--- src/upbt_pkg.sv ---
// shared constants, codes and types for the udp port bind table
// no dependencies; used by every module under src
`default_nettype none

package upbt_pkg;

  localparam int TABLE_SLOTS = 256;
  localparam int SLOT_W      = (TABLE_SLOTS > 1) ? $clog2(TABLE_SLOTS) : 1;

  // slots are searched in groups: a registered encoder per group, then one across groups
  localparam int GRP_SIZE    = (TABLE_SLOTS < 32) ? TABLE_SLOTS : 32;
  localparam int GRP_W       = (GRP_SIZE > 1) ? $clog2(GRP_SIZE) : 1;
  localparam int NUM_GROUPS  = (TABLE_SLOTS + GRP_SIZE - 1) / GRP_SIZE;
  localparam int PAD_SLOTS   = NUM_GROUPS * GRP_SIZE;

  localparam logic [15:0] EPH_FIRST = 16'd49152;
  localparam logic [15:0] EPH_LAST  = 16'hFFFF;

  typedef enum logic [1:0] {
    OP_BIND   = 2'd0,
    OP_CLOSE  = 2'd1,
    OP_LOOKUP = 2'd2,
    OP_NONE   = 2'd3
  } op_t;

  typedef enum logic [1:0] {
    ST_OK     = 2'd0,
    ST_IN_USE = 2'd1,
    ST_FULL   = 2'd2,
    ST_MISS   = 2'd3
  } status_t;

  typedef enum logic [1:0] {
    S_IDLE,
    S_CMP,
    S_GRP,
    S_DEC
  } state_t;

  typedef struct packed {
    logic        en;
    logic        valid;
    logic [15:0] port;
  } cell_wr_t;

  typedef struct packed {
    logic             found;
    logic [GRP_W-1:0] idx;
  } grp_res_t;

endpackage

`default_nettype wire

--- src/upbt_cell.sv ---
// one table slot: holds a bound port and its valid bit, flags a match or a free slot
// depends on upbt_pkg
`default_nettype none

module upbt_cell (
  input  wire logic              clk,
  input  wire logic              rst,
  input  wire logic              cmp_en,
  input  wire logic [15:0]       key,
  input  wire upbt_pkg::cell_wr_t wr,
  output logic                   entry_valid,
  output logic                   hit,
  output logic                   free
);

  logic [15:0] entry_port;

  always_ff @(posedge clk) begin
    if (rst) begin
      entry_valid <= 1'b0;
    end else if (wr.en) begin
      entry_valid <= wr.valid;
    end
  end

  always_ff @(posedge clk) begin
    if (wr.en) begin
      entry_port <= wr.port;
    end
  end

  always_ff @(posedge clk) begin
    if (cmp_en) begin
      hit  <= entry_valid && (entry_port == key);
      free <= !entry_valid;
    end
  end

endmodule

`default_nettype wire

--- config.mk ---
export PLATFORM = sky130hd
export DESIGN_NAME = upbt_cell
export DESIGN_NICKNAME = d
export VERILOG_FILES = /design/src/upbt_pkg.sv /design/src/upbt_cell.sv
export SDC_FILE = /design/constraint.sdc
export NUM_CORES = 1
export LEC_CHECK = 0
export ABC_CLOCK_PERIOD_IN_PS = 3500
export BUFFER_PORTS_ARGS = -buffer_cell sky130_fd_sc_hd__clkbuf_2
export CORE_MARGIN = 4
export CORE_UTILIZATION = 46
export CTS_BUF_LIST = sky130_fd_sc_hd__clkbuf_16
export DETAILED_ROUTE_END_ITERATION = 16
export PLACE_DENSITY = 0.79
export SYNTH_ARGS = -nofsm -noshare
export SYNTH_HDL_FRONTEND = slang
export SYNTH_SLANG_ARGS = --single-unit
--- constraint.sdc ---
create_clock -name clk -period 3.5 [get_ports clk]
set_input_delay 0 -clock clk [delete_from_list [all_inputs] [get_ports clk]]
set_output_delay 0 -clock clk [all_outputs]
set_load 0.01 [all_outputs]
Yosys cells after proc, flatten, opt, wreduce, memory -nomap -nowiden

Index checks and enable logic that the tools add are counted.
W data, S select, Z words.

Register bits after elaboration: 19
Output and inout bits: 3

Eq/ne operators: 1
Reductions and logical operators: 2

Operators by type and width:

| kind                | count |
|---|---|
| $eq A16 B16 Y1      | 1 |
| $logic_and A1 B1 Y1 | 1 |
| $logic_not A1 Y1    | 1 |

Longest topological paths before layout

Depth after elaboration: 2
Depth in mapped cells: 4
Mapped depth without buffers: 4

Worst setup path before layout

Ideal clock, no wire load.

Path kind: flip-flop to flip-flop
Start: register entry_port[0]
End: register hit (data pin)
Library setup time: 150 ps
Arrival: 1,022 ps
Required time: 3,350 ps
Setup slack: 2,329 ps
Cell stages (with the launch flop): 5
Cells stage by stage: edfxtp_1 xor2_1 nor4_1 nand4_1 nor3_2

Cells in the longest elaborated chain, start to end: 2

Ends and longest elaborated chain:

| what                     | RTL line        | source |
|---|---|---|
| start: declaration       | upbt_cell.sv:16 | `logic [15:0] entry_port;` |
| start signal: assignment | upbt_cell.sv:28 | `entry_port <= wr.port;` |
| $eq A16 B16 Y1           | upbt_cell.sv:34 | `hit <= entry_valid && (entry_port == key);` |
| $logic_and A1 B1 Y1      | upbt_cell.sv:34 |  |
| end signal: assignment   | upbt_cell.sv:34 |  |
| end: declaration         | upbt_cell.sv:12 | `output logic hit,` |

No other way between the ends.
A chain may end at the register's enable or synchronous reset.

Worst setup path in the final report

Start: register entry_port[4]
End: register hit (data pin)

The elaborated chain is that of the path after synthesis.

==> results.toml <==
[worst_setup_path]
end_kind = "flip-flop"
critical_path_class = "reg -> reg"
r2r-end = "hit$_DFFE_PP_"
cpPeakStageDelay_ns = 0.40
cp_top_family = "simple AND/OR/NAND/NOR gates"
reg2reg_from = "entry_port[4]$_DFFE_PP_"
r2r_slack_ns = 2.14
path_buf_inv = 0
critPathRequiredTime_ns = 3.59
cp_slowest_cell = "edfxtp_1"
cp-start-kind = "flip-flop"
crit_cells = 4
crit_fanout = 1
rr_worst_depth = 4
critical_path_arrival_ns = 1.46
path_cells = "xor2_1 > nor4_1 > nand4_1 > nor3_2"

[finish]
regArea_sq_um = 561
post-route-util_pct = 81.6
antenna_cells = 0
drive_above_1_share_pct = 41.5
fillCellCount = 80
design_area_sq_um = 1240
multi_input_area_sq_um = 194
area_delta_synth_final_pct = 64.0
fin_nets = 144

[routing]
m1WireLength_um = 656
dr.first_iter.drc_count = 7
vias_per_cell = 4.80
drt-total-wl_um = 1900
routedWlPerCell_um = 15.5
num_vias = 585
dr_wl_met2_um = 1050
ant_nets = 0
routed.top_layer = "met4"
met3_length_um = 134
drt_first_pass_iters = 4
drc = 0

[floorplan]
io_pins = 40
fp.dieW_um = 48.6
die-area_sq_um = 2360
rows = 14
coreArea_sq_um = 1520
die_h_um = 48.6
initial_utilization_pct = 49.8

[sta]
setup_tns_ns = 0
hold_viol = 0
slew_violations = 0
period_share_pct = 38.9
clock_skew_ns = 0.00167
worst_pin_slew_ns = 0.426
period_minus_slack_ns = 1.36
fin_hold_ws_ns = 0.127
fmax_ghz = 0.735
worst_slew_margin_rel_pct = 71.6
rsz0062_at_grt = "false"
setup_violations = 0

[synthesis]
yosysWarningCount = 0
netlist_instances = 44
syn-num-nets = 81
ys_ff_latch = 19
synth.top_cell.area_share_pct = 71.3
netlist_area_sq_um = 758
yosysTopAreaCell = "edfxtp_1"
syn_avg_cell_area_sq_um = 17.2
yosysUniqueCellTypes = 10
synthTopCellsByArea = "edfxtp_1, xor2_1, dfxtp_1"
synth-seq-area-share_pct = 73.9

[clocking]
cts_root_buf = "clkbuf_16"
cts_tree = "built"
post-cts-setup-buffers = 0
cts_buffer_depth = 2
cts_made_buffers = 3
clk_pin_slew_ns = 0.05
htree_levels = 1
insertion_delay_ns = 0.24
cts_sinks = 19

[min_path]
min_path_type = "in -> reg"
worst_hold_path.endpoint = "hit$_DFFE_PP_"
worstHoldStart = "key[8]"
hold_path_depth = 3

[place]
place_area_sq_um = 973
port-buffer-count = 39
routabilityCongestion = 0.614

[job]
drv_cap = 0

[grt]
gr-total-overflow = 0
grt_max_degree = 18
grt_pass1_wl_um = 3220
antenna_found_initial = 0
grt_pass1_vias = 712
grtUsageTotal_pct = 17.7

[power_and_ir_drop]
finalPower_uw = 572
power_density_nw_per_um2 = 460
peakVddDrop_uv = 499
p_leak_nw = 0.549

[run_status]
status = "complete, no violations"
==> kinds of logic (layout without fill, tap and decap cells) <==
kind of cell           after synthesis  count (layout)  synth area share, %
multiplexers                         1               1                 1.32
flip-flops                          19              19                 73.9
AND/OR/NAND/NOR                      7               7                 5.78
buffers and inverters                1              63                0.495
XOR/XNOR                            16              16                 18.5
==> cell usage in the layout (no fill, tap or decap) <==
| master | instances |
|---|---|
| clkbuf_2 | 39 |
| dlygate4sd3_1 | 19 |
| edfxtp_1 | 18 |
| xor2_1 | 16 |
| nor4_1 | 3 |
| clkbuf_16 | 3 |
| inv_1 | 1 |
| nor3_1 | 1 |
| nand4_1 | 1 |
| nor3_2 | 1 |
| mux2i_1 | 1 |
| nor2_1 | 1 |
| clkinv_2 | 1 |
| dfxtp_1 | 1 |
==> synth_stat cells <==
cell type  number
mux2i_1         1
nand4_1         1
nor4_1          3
xor2_1         16
nor3_1          1
inv_1           1
dfxtp_1         1
nor3_2          1
edfxtp_1       18
nor2_1          1
==> timing repair <==
action | 4_1_cts | 5_1_grt
hold buffers | 19 | 0
endpoints found under the hold margin | 19 | 0
resized for setup | 0 | 0
==> worst max path at each step <==
stage / end / startpoint / slack (ns)
3_5_place_dp: hit$_DFFE_PP_ / entry_port[13]$_DFFE_PP_ / 2.17
5_1_grt: hit$_DFFE_PP_ / entry_port[4]$_DFFE_PP_ / 2.03
4_1_cts: hit$_DFFE_PP_ / entry_port[0]$_DFFE_PP_ / 2.10
3_3_place_gp: hit$_DFFE_PP_ / entry_port[13]$_DFFE_PP_ / 2.20
2_1_floorplan: hit$_DFFE_PP_ / entry_port[0]$_DFFE_PP_ / 2.33
6_report: hit$_DFFE_PP_ / entry_port[4]$_DFFE_PP_ / 2.14
==> tightest hold or removal path, cell delays in order <==
cell      delay [ns]
clkbuf_2        0.08
xor2_1          0.06
nor3_2          0.10
==> report_power, final <==
part | internal (mW) | switching (mW) | total (mW)
logic | 0.0401 | 0.0264 | 0.0664
clock network | 0.153 | 0.0776 | 0.230
registers | 0.268 | 0.00775 | 0.276
total | 0.461 | 0.112 | 0.572
==> sequential cells by signal, indices dropped and copies added, names as in the netlist <==
| register | cells |
|---|---|
| hit | 1 |
| entry_port | 16 |
| free | 1 |
| entry_valid | 1 |
==> metrics by stage <==
stage,worst slack [ns],instances
2_1_floorplan,2.33,44
3_3_place_gp,2.20,99
3_5_place_dp,2.17,99
4_1_cts,2.10,122
5_1_grt,2.03,122
6_report,2.14,122
==> cell type report <==
cell class	count	share of cell area, %
repair buffers	58	31.0
well taps	16	1.61
inverters	1	0.302
clock inverters	1	0.402
multi-input cells	24	15.6
clock buffers	3	6.04
flip-flops and latches	19	45.1
==> layer usage <==
| layer | global-route usage (%) | up-vias |
|---|---|---|
| met1 | 18.6 | 267 |
| met3 | 4.91 | 6 |
| met5 | 0 | - |
| met4 | 7.17 | 0 |
| li1 | - | 284 |
| met2 | 32.6 | 28 |
No activity file was read; power rests on OpenSTA's default activity.
