[src/upbt_pkg.sv]
// shared constants, codes and types for the udp port bind table
// no dependencies; used by every module under src
`default_nettype none

package upbt_pkg;

  localparam int TABLE_SLOTS = 256;
  localparam int SLOT_W      = (TABLE_SLOTS > 1) ? $clog2(TABLE_SLOTS) : 1;

  // slots are searched in groups: a registered encoder per group, then one across groups
  localparam int GRP_SIZE    = (TABLE_SLOTS < 32) ? TABLE_SLOTS : 32;
  localparam int GRP_W       = (GRP_SIZE > 1) ? $clog2(GRP_SIZE) : 1;
  localparam int NUM_GROUPS  = (TABLE_SLOTS + GRP_SIZE - 1) / GRP_SIZE;
  localparam int PAD_SLOTS   = NUM_GROUPS * GRP_SIZE;

  localparam logic [15:0] EPH_FIRST = 16'd49152;
  localparam logic [15:0] EPH_LAST  = 16'hFFFF;

  typedef enum logic [1:0] {
    OP_BIND   = 2'd0,
    OP_CLOSE  = 2'd1,
    OP_LOOKUP = 2'd2,
    OP_NONE   = 2'd3
  } op_t;

  typedef enum logic [1:0] {
    ST_OK     = 2'd0,
    ST_IN_USE = 2'd1,
    ST_FULL   = 2'd2,
    ST_MISS   = 2'd3
  } status_t;

  typedef enum logic [1:0] {
    S_IDLE,
    S_CMP,
    S_GRP,
    S_DEC
  } state_t;

  typedef struct packed {
    logic        en;
    logic        valid;
    logic [15:0] port;
  } cell_wr_t;

  typedef struct packed {
    logic             found;
    logic [GRP_W-1:0] idx;
  } grp_res_t;

endpackage

`default_nettype wire

[src/upbt_grp_enc.sv]
// registered lowest-set-bit encoder over one group of slot flags
// depends on upbt_pkg
`default_nettype none

module upbt_grp_enc (
  input  wire logic                          clk,
  input  wire logic                          en,
  input  wire logic [upbt_pkg::GRP_SIZE-1:0] hit_bits,
  input  wire logic [upbt_pkg::GRP_SIZE-1:0] free_bits,
  output upbt_pkg::grp_res_t                 hit_res,
  output upbt_pkg::grp_res_t                 free_res
);

  upbt_pkg::grp_res_t hit_res_next;
  upbt_pkg::grp_res_t free_res_next;

  always_comb begin
    hit_res_next  = '0;
    free_res_next = '0;
    // walk downwards so the lowest set bit wins
    for (int i = upbt_pkg::GRP_SIZE - 1; i >= 0; i--) begin
      if (hit_bits[i]) begin
        hit_res_next.found = 1'b1;
        hit_res_next.idx   = upbt_pkg::GRP_W'(i);
      end
      if (free_bits[i]) begin
        free_res_next.found = 1'b1;
        free_res_next.idx   = upbt_pkg::GRP_W'(i);
      end
    end
  end

  always_ff @(posedge clk) begin
    if (en) begin
      hit_res  <= hit_res_next;
      free_res <= free_res_next;
    end
  end

endmodule

`default_nettype wire

[config.mk]
export PLATFORM = sky130hd
export DESIGN_NAME = upbt_grp_enc
export DESIGN_NICKNAME = d
export VERILOG_FILES = /design/src/upbt_pkg.sv /design/src/upbt_grp_enc.sv
export SDC_FILE = /design/constraint.sdc
export NUM_CORES = 1
export LEC_CHECK = 0
export BUFFER_PORTS_ARGS = -buffer_cell sky130_fd_sc_hd__buf_2
export CORE_MARGIN = 4
export CORE_UTILIZATION = 44
export CTS_CLUSTER_DIAMETER = 40
export DETAILED_ROUTE_END_ITERATION = 6
export MAX_ROUTING_LAYER = met4
export PLACE_DENSITY = 0.95
export SETUP_SLACK_MARGIN = 0.02
export SKIP_CTS_REPAIR_TIMING = 1
export SYNTH_ARGS = -nofsm -noshare
export SYNTH_HDL_FRONTEND = slang
export SYNTH_SLANG_ARGS = --single-unit
[constraint.sdc]
create_clock -name clk -period 2.5 [get_ports clk]
set_clock_uncertainty 0.2 [all_clocks]
set_input_delay 0.125 -clock clk [delete_from_list [all_inputs] [get_ports clk]]
set_output_delay 0.125 -clock clk [all_outputs]
set_load 0.01 [all_outputs]
# After elaboration in Yosys (flattened, before gate mapping)
# Cells that the tools add are included.
[totals] register_bits=12 in_bits=66 out_inout_bits=12 wordCells=84
[op_classes] muxes=62 reduce_logical=10
[ops] operator="$mux 5" n=30
[ops] operator="$mux 4" n=16
[ops] operator="$reduce_or 31->1" n=2
[ops] operator="$reduce_or 16->1" n=2
[ops] operator="$mux 3" n=8
[ops] operator="$reduce_or 8->1" n=2
[ops] operator="$mux 6" n=2
[ops] operator="$mux 2" n=4
[ops] operator="$reduce_or 4->1" n=2
[ops] operator="$reduce_or 2->1" n=2
[ops] operator="$mux 1" n=2

# Depth between registers and ports, before layout
[depth] ltp_word=31 ltp_mapped=5 ltp_nobuf=5

# Least setup slack after synthesis
# Ideal clock, no wire load.
[synth_timing] path_kind="input to register" from="input hit_bits[29] in the netlist's numbering" to="register hit_res[5] in the netlist's numbering, data pin" setup_ns=0.282 arrival_time_ns=1.010 t_required_ns=2.018 slack_ns=1.008 cell_stages=4 path_buffers=0 cell_sequence="or4_4 -> nand2b_4 -> nor3_4 -> nand4_1"
[synth_between] elab_chain_len=1
[synth_rtl] element="start: declaration" line="upbt_grp_enc.sv:8" rtl="input wire logic [upbt_pkg::GRP_SIZE-1:0] hit_bits,"
[synth_rtl] element="$reduce_or 31->1 (no source line)"
[synth_rtl] element="end signal: assignment" line="upbt_grp_enc.sv:35" rtl="hit_res <= hit_res_next;"
[synth_rtl] element="end: declaration" line="upbt_grp_enc.sv:10" rtl="output upbt_pkg::grp_res_t hit_res,"
# Every way passes these cells.
# A chain may end at the register's enable or synchronous reset.

# Worst setup path after layout
[layout_timing] from="input hit_bits[0] in the netlist's numbering" to="register hit_res[1] in the netlist's numbering, data pin"
[layout_between] elab_chain_len=1
[layout_rtl] element="$reduce_or 2->1 (no source line)"
# Every way passes these cells.

==> flow_metrics.py <==
metrics = {
    "finish": {
        "num-nets-final": 291,
        "stdcell_area_um2": 1590,
        "drive_gt1_share_pct": 38.84,
        "diodes": 0,
        "synthToLayoutAreaGrowth_pct": 41.85,
    },
    "sta": {
        "tightest_slew_ps": 549.2,
        "slew_viol_final": 0,
        "fin_setup_tns_ps": 0,
        "slew_headroom_pct": 63.05,
        "fmax_mhz": 555.1,
        "rsz0062_at_grt": "false",
        "hold_viol_final": 0,
        "setup_viol": 0,
        "finalCritPeriodShare_pct": 72.06,
        "min_period_ps": 1801,
    },
    "power": {
        "leakage_nw": 0.7061,
        "powerDensity_nw_per_um2": 324.0,
        "peakVddDrop_mv": 0.2208,
    },
    "placement": {
        "place.gp.congestion": 0.8656,
        "dp_hpwl_um": 2628,
        "port_buffers": 77,
        "dpl_cell_area_um2": 1544,
    },
    "grt": {
        "antenna_found_initial": 0,
        "track_usage_pct": 17.78,
        "grt_max_degree": 13,
        "first_global_vias": 1251,
        "grt_pass1_wl_um": 4754,
        "grt_remaining_overflow": 0,
    },
    "route": {
        "vias": 1443,
        "maxUsedRoutingLayer": "met4",
        "drt-pass1-iter-count": 4,
        "drc": 0,
        "wl_per_cell_um": 11.78,
        "first_iter_violations": 45,
        "antenna_left": 0,
        "route.met2.wl_um": 1469,
        "wl_um": 2991,
        "wl_met3_um": 225,
        "viasPerCell": 5.681,
        "m1WireLength_um": 1273,
    },
    "flow_run": {
        "drv_cap": 0,
    },
    "clocking": {
        "cts_root_buf": "clkbuf_4",
        "clock_sinks": 12,
        "clkTransAtPathRegs_ps": 70,
        "numCtsBuffers": 3,
        "h-tree-depth": 1,
        "cts_max_path_buffers": 2,
        "cts_tree": "built",
    },
    "hold_path": {
        "hold_class": "primary input to flip-flop",
        "min-delay-start": "hit_bits[1]",
    },
    "setup_path": {
        "crit_path_start": "hit_bits[0]",
        "path_class": "primary input to flip-flop",
        "startpoint_type": "primary input",
        "cp_max_fo": 3,
        "critPathArrivalTime_ps": 1740,
        "worstPathRequired_ps": 2440,
        "endpoint_kind": "flip-flop",
    },
    "logic_synthesis": {
        "yosysWarningCount": 0,
        "syn_area_um2": 1121,
        "synth_top_area_share_pct": 32.14,
        "synthesis.nets": 207,
        "synth-seq-area-share_pct": 32.14,
        "synth_cells": 141,
        "ys_types": 26,
        "synth_area_leaders": "edfxtp_1 32%, nor4_1 7.3%, nor2_1 7.0%",
        "syn_area_per_cell_um2": 7.951,
        "yosys.area.top_type": "edfxtp_1",
        "ys_seq_elements": 12,
    },
    "outcome": {
        "status": "finished, final reports clean",
    },
    "floorplanning": {
        "fp.coreArea_um2": 2455,
        "pin_count": 78,
        "fp.dieW_um": 58.48,
        "die-area_um2": 3419,
        "std_cell_rows": 18,
        "chipHeight_um": 58.48,
        "initial_core_util_pct": 45.67,
    },
}
-- synthesized netlist by cell type --
master / instances
nand3_1: 1
or4_1: 4
a211oi_1: 2
o21a_1: 2
a21oi_1: 14
nand2_1: 6
and2_1: 2
nor2_1: 21
or4_4: 4
nand4_1: 2
nor3_4: 1
a21o_1: 2
edfxtp_1: 12
a21boi_1: 2
nor4_1: 13
nor3b_1: 2
nor3_1: 11
o21ai_1: 2
a2111oi_0: 4
nand2b_4: 1
nor4_2: 1
a221oi_1: 4
o31ai_1: 8
o2111ai_1: 2
o21ai_0: 4
inv_1: 14
-- path summary, 6_finish.rpt --
check	slack, ps	cells after the start	end
min	10	3	hit_res[5]
max	700	7	hit_res[1]
-- worst max-delay path: stages --
cell and delay, ps:
dlygate4sd3_1 540, buf_2 130, nor2_1 80, o31ai_1 90
or4_1 460, nor3_1 160, a21o_1 150
-- cell type report --
class	count	area, µm²
clock inverter	1	3.754
inverter	14	52.55
sequential	12	360.3
clock buffer	3	22.52
tap	30	37.54
timing repair buffer	79	405.4
multi-input combinational	115	708.2
fill	223	864.6
-- metrics by stage --
step | utilization, % | instances | worst slack [ps] | hold slack [ps] | total power (W)
floorplan | - | 141 | 1008 | 37.50 | 0.0002953
global placement | 62.90 | 248 | 836.6 | 246.6 | 0.0003948
detailed placement | 62.90 | 248 | 812.4 | 251.3 | 0.0003989
CTS | 63.97 | 252 | 1097 | -34.66 | 0.0005154
global route | 64.78 | 254 | 575.8 | 6.751 | 0.0005490
finish | 64.78 | 254 | 698.5 | 13.70 | 0.0005152
-- cells in the final DEF (no fill, tap or decap), types with 3 or more instances in the layout --
cell,netlist,final
edfxtp_1,12,12
nand2_1,6,6
nor3_1,11,11
o31ai_1,8,8
inv_1,14,14
a221oi_1,4,4
a2111oi_0,4,4
o21ai_0,4,4
a21oi_1,14,14
or4_1,4,4
or4_4,4,4
buf_2,0,77
nor4_1,13,13
nor2_1,21,21
clkbuf_4,0,3
-- layer usage --
metal	vias up	GRT usage (%)
met1	655	22.86
met4	0	5.960
met5	-	-
li1	735	-
met3	2	0.8772
met2	51	29.82
-- flip-flops by register name (all words and copies together), names as in the netlist --
| signal | cells |
|---|---|
| free_res | 6 |
| hit_res | 6 |
-- where the power goes --
group / switching [W] / internal [W]
Sequential: 0.00000310 / 0.000235
Clock: 0.0000604 / 0.0000576
Combinational: 0.0000859 / 0.0000734
Total: 0.000149 / 0.000366
-- logic make-up (layout without fill, tap and decap cells) --
family | count (synthesis) | after routing | share of synthesized area (%)
AO/OA/AOI/OAI | 46 | 46 | 27.45
buffers and inverters | 14 | 97 | 4.687
flip-flops | 12 | 12 | 32.14
AND/OR/NAND/NOR | 69 | 69 | 35.71
(Power assumes the default switching activity.)
